`config.mk`:
```
export PLATFORM = sky130hd
export DESIGN_NAME = csv_row_offset_indexer_top
export DESIGN_NICKNAME = d
export VERILOG_FILES = /design/src/design/csvri_pkg.sv /design/src/design/csvri_cfg_regs.sv /design/src/design/csvri_scan.sv /design/src/design/csvri_out_buf.sv /design/src/design/csv_row_offset_indexer_top.sv
export VERILOG_INCLUDE_DIRS = /design/src /design/src/design
export SDC_FILE = /design/constraint.sdc
export NUM_CORES = 1
export LEC_CHECK = 0
export BUFFER_PORTS_ARGS = -buffer_cell sky130_fd_sc_hd__buf_2
export CAP_MARGIN = 20
export CORE_AREA = 2 2 219 307
export DETAILED_ROUTE_END_ITERATION = 10
export DIE_AREA = 0 0 221 309
export SLEW_MARGIN = 30
export SYNTH_ARGS = -nofsm -noshare
export SYNTH_HDL_FRONTEND = slang
export SYNTH_SLANG_ARGS = --single-unit
export TNS_END_PERCENT = 50
```
`constraint.sdc`:
```
create_clock -name clk_i -period 14 [get_ports clk_i]
set_input_delay 0.7 -clock clk_i [delete_from_list [all_inputs] [get_ports clk_i]]
set_output_delay 0.7 -clock clk_i [all_outputs]
set_load 0.01 [all_outputs]
```
`src/design/csv_row_offset_indexer_top_defines.svh`:
```
// Assertion macros for the CSV row offset indexer.
// Used by the top level only; assumes clk_i and rst_ni are in scope.
`ifndef CSV_ROW_OFFSET_INDEXER_TOP_DEFINES_SVH
`define CSV_ROW_OFFSET_INDEXER_TOP_DEFINES_SVH

// Same-cycle implication, disabled during reset.
`define CSVRI_ASSERT_IMPL(label, ante, cons) \
  label: assert property (@(posedge clk_i) disable iff (!rst_ni) (ante) |-> (cons)) \
    else $error("csvri assertion failed");

// Next-cycle implication, disabled during reset.
`define CSVRI_ASSERT_NEXT(label, ante, cons) \
  label: assert property (@(posedge clk_i) disable iff (!rst_ni) (ante) |=> (cons)) \
    else $error("csvri assertion failed");

`endif

```
`src/design/csvri_pkg.sv`:
```
// Shared types and constants for the CSV row offset indexer.
// No dependencies.
package csvri_pkg;

  localparam int unsigned OFFSET_BITS_DEF = 40;
  localparam int unsigned COUNT_BITS_DEF  = 20;

  localparam int unsigned ROW_OFFSET_W = 40;
  localparam int unsigned FIELD_W      = 20;
  localparam int unsigned STATUS_W     = 2;
  localparam int unsigned ACC_W        = 32;
  localparam int unsigned START_W      = 40;
  localparam int unsigned DATA_W       = 64;
  localparam int unsigned ADDR_W       = 5;

  localparam logic [FIELD_W-1:0] FIELD_MAX = '1;

  // register index, taken from paddr[4:3]
  localparam logic [1:0] REG_EXPECTED = 2'd0;
  localparam logic [1:0] REG_SKIP     = 2'd1;
  localparam logic [1:0] REG_START    = 2'd2;

  localparam logic [STATUS_W-1:0] ST_ACCEPTED = 2'd0;
  localparam logic [STATUS_W-1:0] ST_SKIPPED  = 2'd1;
  localparam logic [STATUS_W-1:0] ST_FATAL    = 2'd2;

  localparam logic [7:0] CH_COMMA = 8'h2C;
  localparam logic [7:0] CH_QUOTE = 8'h22;
  localparam logic [7:0] CH_LF    = 8'h0A;
  localparam logic [7:0] CH_CR    = 8'h0D;
  localparam logic [7:0] CH_SPACE = 8'h20;
  localparam logic [7:0] CH_TAB   = 8'h09;

  typedef struct packed {
    logic [FIELD_W-1:0] expected;
    logic               skip;
    logic               start_wr;
    logic [START_W-1:0] start_val;
  } cfg_t;

  typedef struct packed {
    logic [ROW_OFFSET_W-1:0] row_offset;
    logic [STATUS_W-1:0]     row_status;
    logic [FIELD_W-1:0]      fields_found;
    logic [ACC_W-1:0]        rows_accepted;
  } res_t;

endpackage

```
`src/design/csvri_cfg_regs.sv`:
```
// APB-style configuration registers of the CSV row offset indexer.
// Depends on csvri_pkg.
module csvri_cfg_regs
  import csvri_pkg::*;
(
  input  logic              clk_i,
  input  logic              rst_ni,
  input  logic              psel,
  input  logic              penable,
  input  logic              pwrite,
  input  logic [ADDR_W-1:0] paddr,
  input  logic [DATA_W-1:0] pwdata,
  output logic [DATA_W-1:0] prdata,
  output logic              pready,
  output cfg_t              cfg_o
);

  logic [FIELD_W-1:0] expected_q;
  logic               skip_q;
  logic [START_W-1:0] start_q;
  logic               wr_en;
  logic [1:0]         reg_idx;

  assign pready  = 1'b1;
  assign reg_idx = paddr[4:3];
  assign wr_en   = psel & penable & pwrite & pready;

  always_ff @(posedge clk_i or negedge rst_ni) begin
    if (!rst_ni) begin
      expected_q <= FIELD_W'(1);
      skip_q     <= 1'b1;
      start_q    <= '0;
    end else if (wr_en) begin
      case (reg_idx)
        REG_EXPECTED: expected_q <= pwdata[FIELD_W-1:0];
        REG_SKIP:     skip_q     <= pwdata[0];
        REG_START:    start_q    <= pwdata[START_W-1:0];
        default: ;
      endcase
    end
  end

  always_comb begin
    case (reg_idx)
      REG_EXPECTED: prdata = DATA_W'(expected_q);
      REG_SKIP:     prdata = DATA_W'(skip_q);
      REG_START:    prdata = DATA_W'(start_q);
      default:      prdata = '0;
    endcase
  end

  // start_offset write also reloads the scanner's position registers
  assign cfg_o.expected  = expected_q;
  assign cfg_o.skip      = skip_q;
  assign cfg_o.start_wr  = wr_en && (reg_idx == REG_START);
  assign cfg_o.start_val = pwdata[START_W-1:0];

endmodule

```
`src/design/csvri_scan.sv`:
```
// Per-byte CSV scanner: quote, CR and field state plus row close logic.
// Depends on csvri_pkg.
module csvri_scan
  import csvri_pkg::*;
#(
  parameter int unsigned OFFSET_BITS = OFFSET_BITS_DEF,
  parameter int unsigned COUNT_BITS  = COUNT_BITS_DEF
) (
  input  logic       clk_i,
  input  logic       rst_ni,
  input  cfg_t       cfg_i,
  input  logic       accept_i,
  input  logic [7:0] data_byte_i,
  input  logic       end_of_file_i,
  output logic       res_valid_o,
  output res_t       res_o,
  output logic       halted_o
);

  localparam logic [COUNT_BITS-1:0] CNT_MAX = '1;

  logic                   quoted_q, quoted_d;
  logic                   qpend_q, qpend_d;
  logic                   acr_q, acr_d;
  logic                   content_q, content_d;
  logic [COUNT_BITS-1:0]  sep_q, sep_d;
  logic [OFFSET_BITS-1:0] pos_q, pos_d;
  logic [OFFSET_BITS-1:0] start_q, start_d;
  logic [ACC_W-1:0]       acc_q, acc_d;
  logic                   halted_q, halted_d;

  logic                   ended, unq, close;
  logic [OFFSET_BITS-1:0] pos_nx;
  logic [COUNT_BITS-1:0]  fields;
  logic [31:0]            fields_w;
  logic                   match;

  assign pos_nx   = pos_q + OFFSET_BITS'(1);

  always_comb begin
    quoted_d  = quoted_q;
    qpend_d   = qpend_q;
    acr_d     = acr_q;
    content_d = content_q;
    sep_d     = sep_q;
    pos_d     = pos_q;
    start_d   = start_q;
    acc_d     = acc_q;
    halted_d  = halted_q;
    ended     = 1'b0;
    unq       = 1'b1;
    close     = 1'b0;
    fields    = '0;
    fields_w  = '0;
    match     = 1'b0;
    res_valid_o = 1'b0;
    res_o       = '0;

    if (accept_i && !halted_q) begin
      pos_d = pos_nx;

      // LF right after a row-ending CR belongs to that terminator
      if (acr_q) begin
        acr_d = 1'b0;
        if (data_byte_i == CH_LF) begin
          start_d = pos_nx;
          ended   = 1'b1;
          unq     = 1'b0;
        end
      end

      if (unq && quoted_q) begin
        unq = 1'b0;
        if (qpend_q) begin
          qpend_d = 1'b0;
          if (data_byte_i != CH_QUOTE) begin
            quoted_d = 1'b0;
            unq      = 1'b1;
          end
        end else if (data_byte_i == CH_QUOTE) begin
          qpend_d = 1'b1;
        end
      end

      if (unq) begin
        case (data_byte_i)
          CH_COMMA: begin
            if (sep_q != CNT_MAX) sep_d = sep_q + COUNT_BITS'(1);
            content_d = 1'b1;
          end
          CH_QUOTE: begin
            quoted_d  = 1'b1;
            qpend_d   = 1'b0;
            content_d = 1'b1;
          end
          CH_CR, CH_LF: begin
            close = 1'b1;
            ended = 1'b1;
            if (data_byte_i == CH_CR) acr_d = 1'b1;
          end
          CH_SPACE, CH_TAB: ;
          default: content_d = 1'b1;
        endcase
      end

      if (end_of_file_i && !ended) close = 1'b1;

      if (close) begin
        fields   = (sep_d == CNT_MAX) ? sep_d : sep_d + COUNT_BITS'(1);
        fields_w = 32'(fields);
        match    = (fields_w == 32'(cfg_i.expected));
        if (content_d) begin
          res_valid_o      = 1'b1;
          res_o.row_offset = ROW_OFFSET_W'(start_q);
          res_o.fields_found = (fields_w > 32'(FIELD_MAX)) ? FIELD_MAX
                                                          : fields_w[FIELD_W-1:0];
          if (match) begin
            acc_d            = acc_q + ACC_W'(1);
            res_o.row_status = ST_ACCEPTED;
          end else if (cfg_i.skip) begin
            res_o.row_status = ST_SKIPPED;
          end else begin
            res_o.row_status = ST_FATAL;
            halted_d         = 1'b1;
          end
          res_o.rows_accepted = acc_d;
        end
        start_d   = pos_nx;
        sep_d     = '0;
        content_d = 1'b0;
      end

      if (end_of_file_i) begin
        quoted_d  = 1'b0;
        qpend_d   = 1'b0;
        acr_d     = 1'b0;
        content_d = 1'b0;
        sep_d     = '0;
        start_d   = pos_nx;
      end
    end

    if (cfg_i.start_wr) begin
      pos_d   = OFFSET_BITS'(cfg_i.start_val);
      start_d = OFFSET_BITS'(cfg_i.start_val);
    end
  end

  always_ff @(posedge clk_i or negedge rst_ni) begin
    if (!rst_ni) begin
      quoted_q  <= 1'b0;
      qpend_q   <= 1'b0;
      acr_q     <= 1'b0;
      content_q <= 1'b0;
      sep_q     <= '0;
      pos_q     <= '0;
      start_q   <= '0;
      acc_q     <= '0;
      halted_q  <= 1'b0;
    end else begin
      quoted_q  <= quoted_d;
      qpend_q   <= qpend_d;
      acr_q     <= acr_d;
      content_q <= content_d;
      sep_q     <= sep_d;
      pos_q     <= pos_d;
      start_q   <= start_d;
      acc_q     <= acc_d;
      halted_q  <= halted_d;
    end
  end

  assign halted_o = halted_q;

endmodule

```
`src/design/csvri_out_buf.sv`:
```
// Result register with one skid entry for the CSV row offset indexer.
// Depends on csvri_pkg.
module csvri_out_buf
  import csvri_pkg::*;
(
  input  logic clk_i,
  input  logic rst_ni,
  input  logic res_valid_i,
  input  res_t res_i,
  input  logic out_stall_i,
  output logic out_valid_o,
  output res_t out_o,
  output logic skid_full_o
);

  logic out_valid_q, skid_valid_q;
  res_t out_q, skid_q;
  logic load_out;

  // output slot is free this cycle if empty or its beat is being taken
  assign load_out = !out_valid_q || !out_stall_i;

  always_ff @(posedge clk_i or negedge rst_ni) begin
    if (!rst_ni) begin
      out_valid_q  <= 1'b0;
      skid_valid_q <= 1'b0;
    end else if (load_out) begin
      out_valid_q  <= skid_valid_q || res_valid_i;
      skid_valid_q <= 1'b0;
    end else if (res_valid_i) begin
      skid_valid_q <= 1'b1;
    end
  end

  always_ff @(posedge clk_i) begin
    if (load_out) begin
      out_q <= skid_valid_q ? skid_q : res_i;
    end else if (res_valid_i) begin
      skid_q <= res_i;
    end
  end

  assign out_valid_o = out_valid_q;
  assign out_o       = out_q;
  assign skid_full_o = skid_valid_q;

endmodule

```
`src/design/csv_row_offset_indexer_top.sv`:
```
// CSV row offset indexer: takes one byte per cycle from the input stream.
// Throughput: one byte per clock; the input stalls only while the skid entry is full.
// A row's result is registered at the edge that accepts its terminator or EOF byte.
// Reset is asynchronous, active low: scan state clears, positions load start_offset 0,
// registers return to expected_columns 1, skip_wrong_rows 1, start_offset 0.
// Depends on csvri_pkg, csvri_cfg_regs, csvri_scan, csvri_out_buf and the defines header.
`include "csv_row_offset_indexer_top_defines.svh"

module csv_row_offset_indexer_top
  import csvri_pkg::*;
#(
  parameter int unsigned OFFSET_BITS = OFFSET_BITS_DEF,
  parameter int unsigned COUNT_BITS  = COUNT_BITS_DEF
) (
  input  logic                    clk_i,
  input  logic                    rst_ni,
  input  logic                    psel,
  input  logic                    penable,
  input  logic                    pwrite,
  input  logic [ADDR_W-1:0]       paddr,
  input  logic [DATA_W-1:0]       pwdata,
  output logic [DATA_W-1:0]       prdata,
  output logic                    pready,
  input  logic                    in_valid_i,
  output logic                    in_stall_o,
  input  logic [7:0]              data_byte_i,
  input  logic                    end_of_file_i,
  output logic                    out_valid_o,
  input  logic                    out_stall_i,
  output logic [ROW_OFFSET_W-1:0] row_offset_o,
  output logic [STATUS_W-1:0]     row_status_o,
  output logic [FIELD_W-1:0]      fields_found_o,
  output logic [ACC_W-1:0]        rows_accepted_o
);

  cfg_t cfg;
  res_t res, out;
  logic res_valid, halted, accept, skid_full;

  assign in_stall_o = skid_full;
  assign accept     = in_valid_i && !in_stall_o;

  csvri_cfg_regs u_cfg (
    .clk_i   (clk_i),
    .rst_ni  (rst_ni),
    .psel    (psel),
    .penable (penable),
    .pwrite  (pwrite),
    .paddr   (paddr),
    .pwdata  (pwdata),
    .prdata  (prdata),
    .pready  (pready),
    .cfg_o   (cfg)
  );

  csvri_scan #(
    .OFFSET_BITS (OFFSET_BITS),
    .COUNT_BITS  (COUNT_BITS)
  ) u_scan (
    .clk_i         (clk_i),
    .rst_ni        (rst_ni),
    .cfg_i         (cfg),
    .accept_i      (accept),
    .data_byte_i   (data_byte_i),
    .end_of_file_i (end_of_file_i),
    .res_valid_o   (res_valid),
    .res_o         (res),
    .halted_o      (halted)
  );

  csvri_out_buf u_out (
    .clk_i       (clk_i),
    .rst_ni      (rst_ni),
    .res_valid_i (res_valid),
    .res_i       (res),
    .out_stall_i (out_stall_i),
    .out_valid_o (out_valid_o),
    .out_o       (out),
    .skid_full_o (skid_full)
  );

  assign row_offset_o    = out.row_offset;
  assign row_status_o    = out.row_status;
  assign fields_found_o  = out.fields_found;
  assign rows_accepted_o = out.rows_accepted;

  // skid only fills behind an occupied output register
  `CSVRI_ASSERT_IMPL(a_skid_behind_out, skid_full, out_valid_o)
  // a halted scanner never produces a row
  `CSVRI_ASSERT_IMPL(a_halt_silent, halted, !res_valid)
  // a fatal row halts the scanner
  `CSVRI_ASSERT_NEXT(a_fatal_halts, res_valid && (res.row_status == ST_FATAL), halted)

endmodule
```
==> results.md <==
- After clock tree synthesis, the flow added hold-fix buffers numbering 0.
- The total wire length after detailed routing is 64400 um.
- The number of nets in the final layout is 2273.
- The total area of multi-input combinational cells is 9360 sq um.
- Once the floorplan was initialized, standard cells occupied 31.8% of the core.
- The class of the tightest hold or removal check is in2async.
- The largest individual stage delay along the critical path comes from the cell sky130_fd_sc_hd__nor3_1.
- Of the total power, combinational logic draws 9.4%.
- The clock network burns 41.9% of the power.
- The share of the clock period used by the worst path after layout is 62.2%.
- The first global-routing pass estimated 98500 um of wire.
- The library cells used most frequently in the layout, excluding fill and tap cells, are 295 x sky130_fd_sc_hd__nand2_1, 197 x sky130_fd_sc_hd__dfrtp_1, 192 x sky130_fd_sc_hd__buf_2.
- The run finished with clean final reports.
- The tightest slew margin relative to the limit is 36.1%.
- The number of antenna violations at the first check in global routing is 2.
- During synthesis, Yosys emitted a total of 0 warnings.
- Summing all flip-flop and latch instances after layout gives 10700 sq um.
- The cell count after synthesis came out at 2069.
- Entering global routing, the biggest net connects 82 pins.
- Clock-pin slew was measured on the worst setup and hold paths at 60 ps.
- The worst setup path is captured at a register.
- In this run, CTS created clock tree buffers numbering 43.
- Before CTS, the worst setup slack after placement is 5440 ps.
- The critical path's largest stage delay is 870 ps.
- The summed negative setup slack over all endpoints is 0 ps.
- The die is 221 um wide.
- Fill cells in the final layout number 6444.
- The fraction of the mapped netlist area in adder cells is 0.241%.
- Summing all non-filler instances in the final layout gives an area of 23800 sq um.
- The clock arrives with 43.4 ps of skew.
- The core region area is 65400 sq um.
- The type of the worst setup path is reg2reg.
- In this run the static leakage power is 10.0 nW.
- The most common cell after layout, fill and taps aside is sky130_fd_sc_hd__nand2_1.
- The routed layout has 16.4k vias.
- The synthesized netlist devotes 14.1% of its cell area to compound gates.
- Row generation in the floorplan step produced 111 rows.
- By area the synthesized netlist is led by sky130_fd_sc_hd__edfxtp_1 27%, sky130_fd_sc_hd__dfrtp_1 24%, sky130_fd_sc_hd__nand2_1 5.3%, sky130_fd_sc_hd__xnor2_1 3.0%, sky130_fd_sc_hd__and2_1 2.6%.
- For flop-to-flop paths, the worst setup slack is 5290 ps.
- The post-synth design cell area is 20800 sq um.
- Routability-driven placement finished with a final weighted congestion of 0.866.
- The core utilization of the finished layout is 36.4%.
- The number of flip-flops and latches in the synthesized netlist is 388.
- Traced cell by cell, the critical path runs through ha_1 -> nand3_1 -> nor3_1 -> a21oi_1 -> buf_4 -> xnor2_1 -> inv_1 -> ha_1 -> o21ai_0 -> a21oi_1 -> nand4_1 -> or4_1 -> mux2_2 -> o221ai_1 -> nor4_1 -> and4_1 -> buf_4 -> and2_1 -> buf_4 -> o211ai_1.
- TritonCTS built the clock tree.
- The per-cell routed wire length is 21.0 um.
- The number of cells on the worst reg-to-reg path is 20.
- After detailed routing, the number of remaining DRC violations is 0.
- The maximum achievable frequency is 115 MHz.
- The critical path arrival is 9020 ps.
- The internal power consumption is 0.00204 W.
- In this design, the critical path's most frequently occurring cell is sky130_fd_sc_hd__buf_4.
- Once detail routing completed, the nets flagged for antenna violations numbered 0.
- Cells with a size suffix above 1 make up 17.2% of the layout.
- The switching fraction of total power is 26.3%.
- The number of buffers added on ports is 193.
- In this run the power density over the cells is 116 nW/um^2.
- In this run the critical register-to-register path is captured at u_out.out_o[7].
- Of the total synthesized cell area, the portion taken by AND, OR, NAND and NOR gates is 21.5%.
- After synthesis, the share of flip-flops with an asynchronous set or reset is 51.5%.
- The final period demand of the worst path is 8710 ps.
- The tool flagged a number of max-cap violations equal to 0.
- The endpoint required time on the critical path is 14310 ps.
- The H-tree generated during clock tree synthesis spans 2 levels.
- The die covers 68300 sq um.
- The most area-hungry cell type in the Yosys netlist is sky130_fd_sc_hd__edfxtp_1.
- The startpoint type of the worst setup path is a register.
- The mux share of post-synthesis cell area is 2.90%.
- For this run, the detailed router's first-pass iteration total came to 5.
- The power dissipated by switching net loads is 0.000726 W.
- Once the clock tree was built, the resizer swapped 0 gates to a different size.
- The measured slew at the worst slew-check pin is 958 ps.
- Once detailed placement completed, the half-perimeter wirelength came to 45300 um.
- Summing all placed instances gives a cell area of 22400 sq um.
- The top-level port count is 246.
- The count of pins over their slew limit is 0.
- The repair_antennas step left the layout with diodes totalling 0.
- The via count of the first global-routing pass is 16.1k.
- Yosys mapped a number of flops with a built-in enable equal to 188.
- The number of sinks driven by the clock tree is 388.
- The source-to-sink clock delay at the later pin of the worst-skew pair is 600 ps.
- After synthesis, the largest family of logic cells by area is simple AND/OR/NAND/NOR gates.
- The leftover overflow at the end of global routing is 0.
- Clock tree synthesis selected as its root buffer the cell sky130_fd_sc_hd__clkbuf_16.
- Averaged over all synthesized cells, the footprint is 10.0 sq um.
- The sequential element share of the synthesized area is 51.2%.
- Overall power consumption after layout is estimated at 0.00276 W.
- Across every metal layer, demand over resource in global routing totals 18.4%.
- The die is 309 um tall.
- The final hold violation count came to 0.
- The number of buffers inserted to repair setup after CTS is 0.
- Using the TritonRoute via totals, the vias-per-cell ratio works out to 5.36.
- The distinct cell type count of the synthesized netlist is 91.
- The starting DRC count in detailed routing is 1030.
- In this run the critical register-to-register path is launched from u_scan.sep_q[0].
- Summed over its instances, the top area cell type makes up 27.2% of the synthesized netlist area.
- Among all flip-flop cells after synthesis, the most frequent one is sky130_fd_sc_hd__dfrtp_1.
- The part of the total power dissipated in sequential elements is 48.7%.
- No sink is reached through more buffers than the 3 on the longest clock path.
- The xor and xnor fraction of the mapped netlist area is 5.56%.
- Setup repair after global routing left no endpoint under its margin.
- Compared with the post-synthesis result, the final layout area differs by 14.5%.
- The number of setup violations in the final report is 0.
- Along the worst path, the maximum fanout reaches 53.
- The worst setup slack after layout is 5290 ps.
- The worst-case IR drop observed on VDD is 0.0000800 V.
final cells by class:
type	count	area share, %
tap	847	4.45
clock buffer	63	5.18
clock inverter	17	0.846
sequential	388	44.8
inverter	18	0.284
multi-input combinational	1507	39.3
timing repair buffer	226	5.15
routing by layer:
metal / share of wire [%] / wire [um] / track usage [%] / vias to the layer above
li1: - / - / - / 7701
met2: 49 / 31400 / 31.3 / 514
met4: 4.1 / 2640 / 7.84 / 4
met1: 43 / 27400 / 23.4 / 8091
met3: 4.5 / 2880 / 2.72 / 134
met5: 0.045 / 29 / 0 / -
sequential cells by signal, indices dropped and copies added (netlist names):
signal / flops
u_cfg.expected_q: 20
u_cfg.skip_q: 1
u_cfg.start_q: 40
u_out.out_o: 94
u_out.out_valid_o: 1
u_out.skid_full_o: 1
u_out.skid_q: 94
u_scan.acc_q: 32
u_scan.acr_q: 1
u_scan.content_q: 1
u_scan.halted_o: 1
u_scan.pos_q: 40
u_scan.qpend_q: 1
u_scan.quoted_q: 1
u_scan.sep_q: 20
u_scan.start_q: 40
cells by family (layout without fill, tap and decap cells):
| family | count (synthesis) | count (layout) |
|---|---|---|
| AND/OR/NAND/NOR | 874 | 874 |
| other | 2 | 25 |
| flip-flops | 388 | 388 |
| AO/OA/AOI/OAI | 420 | 420 |
| multiplexers | 57 | 57 |
| adder cells (fa/ha/maj) | 4 | 4 |
| XOR/XNOR | 127 | 127 |
| buffers and inverters | 197 | 324 |
worst max path at each step:
stage,start,to,slack [ps]
6_report,u_scan.sep_q[0],u_out.out_o[7],5290
5_1_grt,u_scan.sep_q[0],u_out.out_o[5],4770
4_1_cts,u_scan.sep_q[0],u_out.out_o[7],5430
3_5_place_dp,u_scan.sep_q[0],u_out.out_o[7],5440
3_3_place_gp,u_scan.sep_q[0],u_out.out_o[5],5480
2_1_floorplan,out_stall_i,u_out.skid_q[0],6430
power groups by stage:
stage	Combinational [W]	Sequential, W	Clock, W
5_1_grt	0.000292	0.00136	0.00123
2_1_floorplan	0.000187	0.00133	0
3_5_place_dp	0.000262	0.00137	0
6_report	0.000260	0.00134	0.00116
3_3_place_gp	0.000258	0.00136	0
4_1_cts	0.000264	0.00134	0.00119
metrics by stage:
step | std cells | hold WS, ps
final | 3066 | 115
after global routing | 3066 | 169
after CTS | 3066 | 146
after detailed placement | 2986 | 459
after global placement | 2986 | 454
after floorplan | 2092 | 404
worst max-delay path: cells and delay by family, from the launching register on:
family	cells	cell delay, ps
muxes	1	370
DFF	1	590
adders and majority gates	2	560
AOI/OAI and AO/OA	5	1470
and+or+nand+nor	7	3910
buffers and inverters	4	1300
xor gates and xnor gates	1	180
Yosys cell counts, drive strengths merged, types with 5 or more instances:
library cell / number
a211oi: 7
a21boi: 16
a21o: 67
a21oi: 80
a311o: 7
a311oi: 5
a31o: 13
a31oi: 10
a32oi: 20
and2: 87
and3: 33
and4: 9
buf: 70
clkbuf: 109
dfrtp: 198
edfxtp: 188
inv: 18
mux2: 26
mux2i: 31
nand2: 296
nand2b: 11
nand3: 93
nand4: 49
nor2: 140
nor2b: 5
nor3: 51
nor3b: 8
nor4: 36
o211ai: 24
o21ai: 61
o22ai: 19
o31ai: 45
o41ai: 7
or2: 10
or3: 7
or4: 19
xnor2: 71
xor2: 53
(Power assumes the default switching activity.)
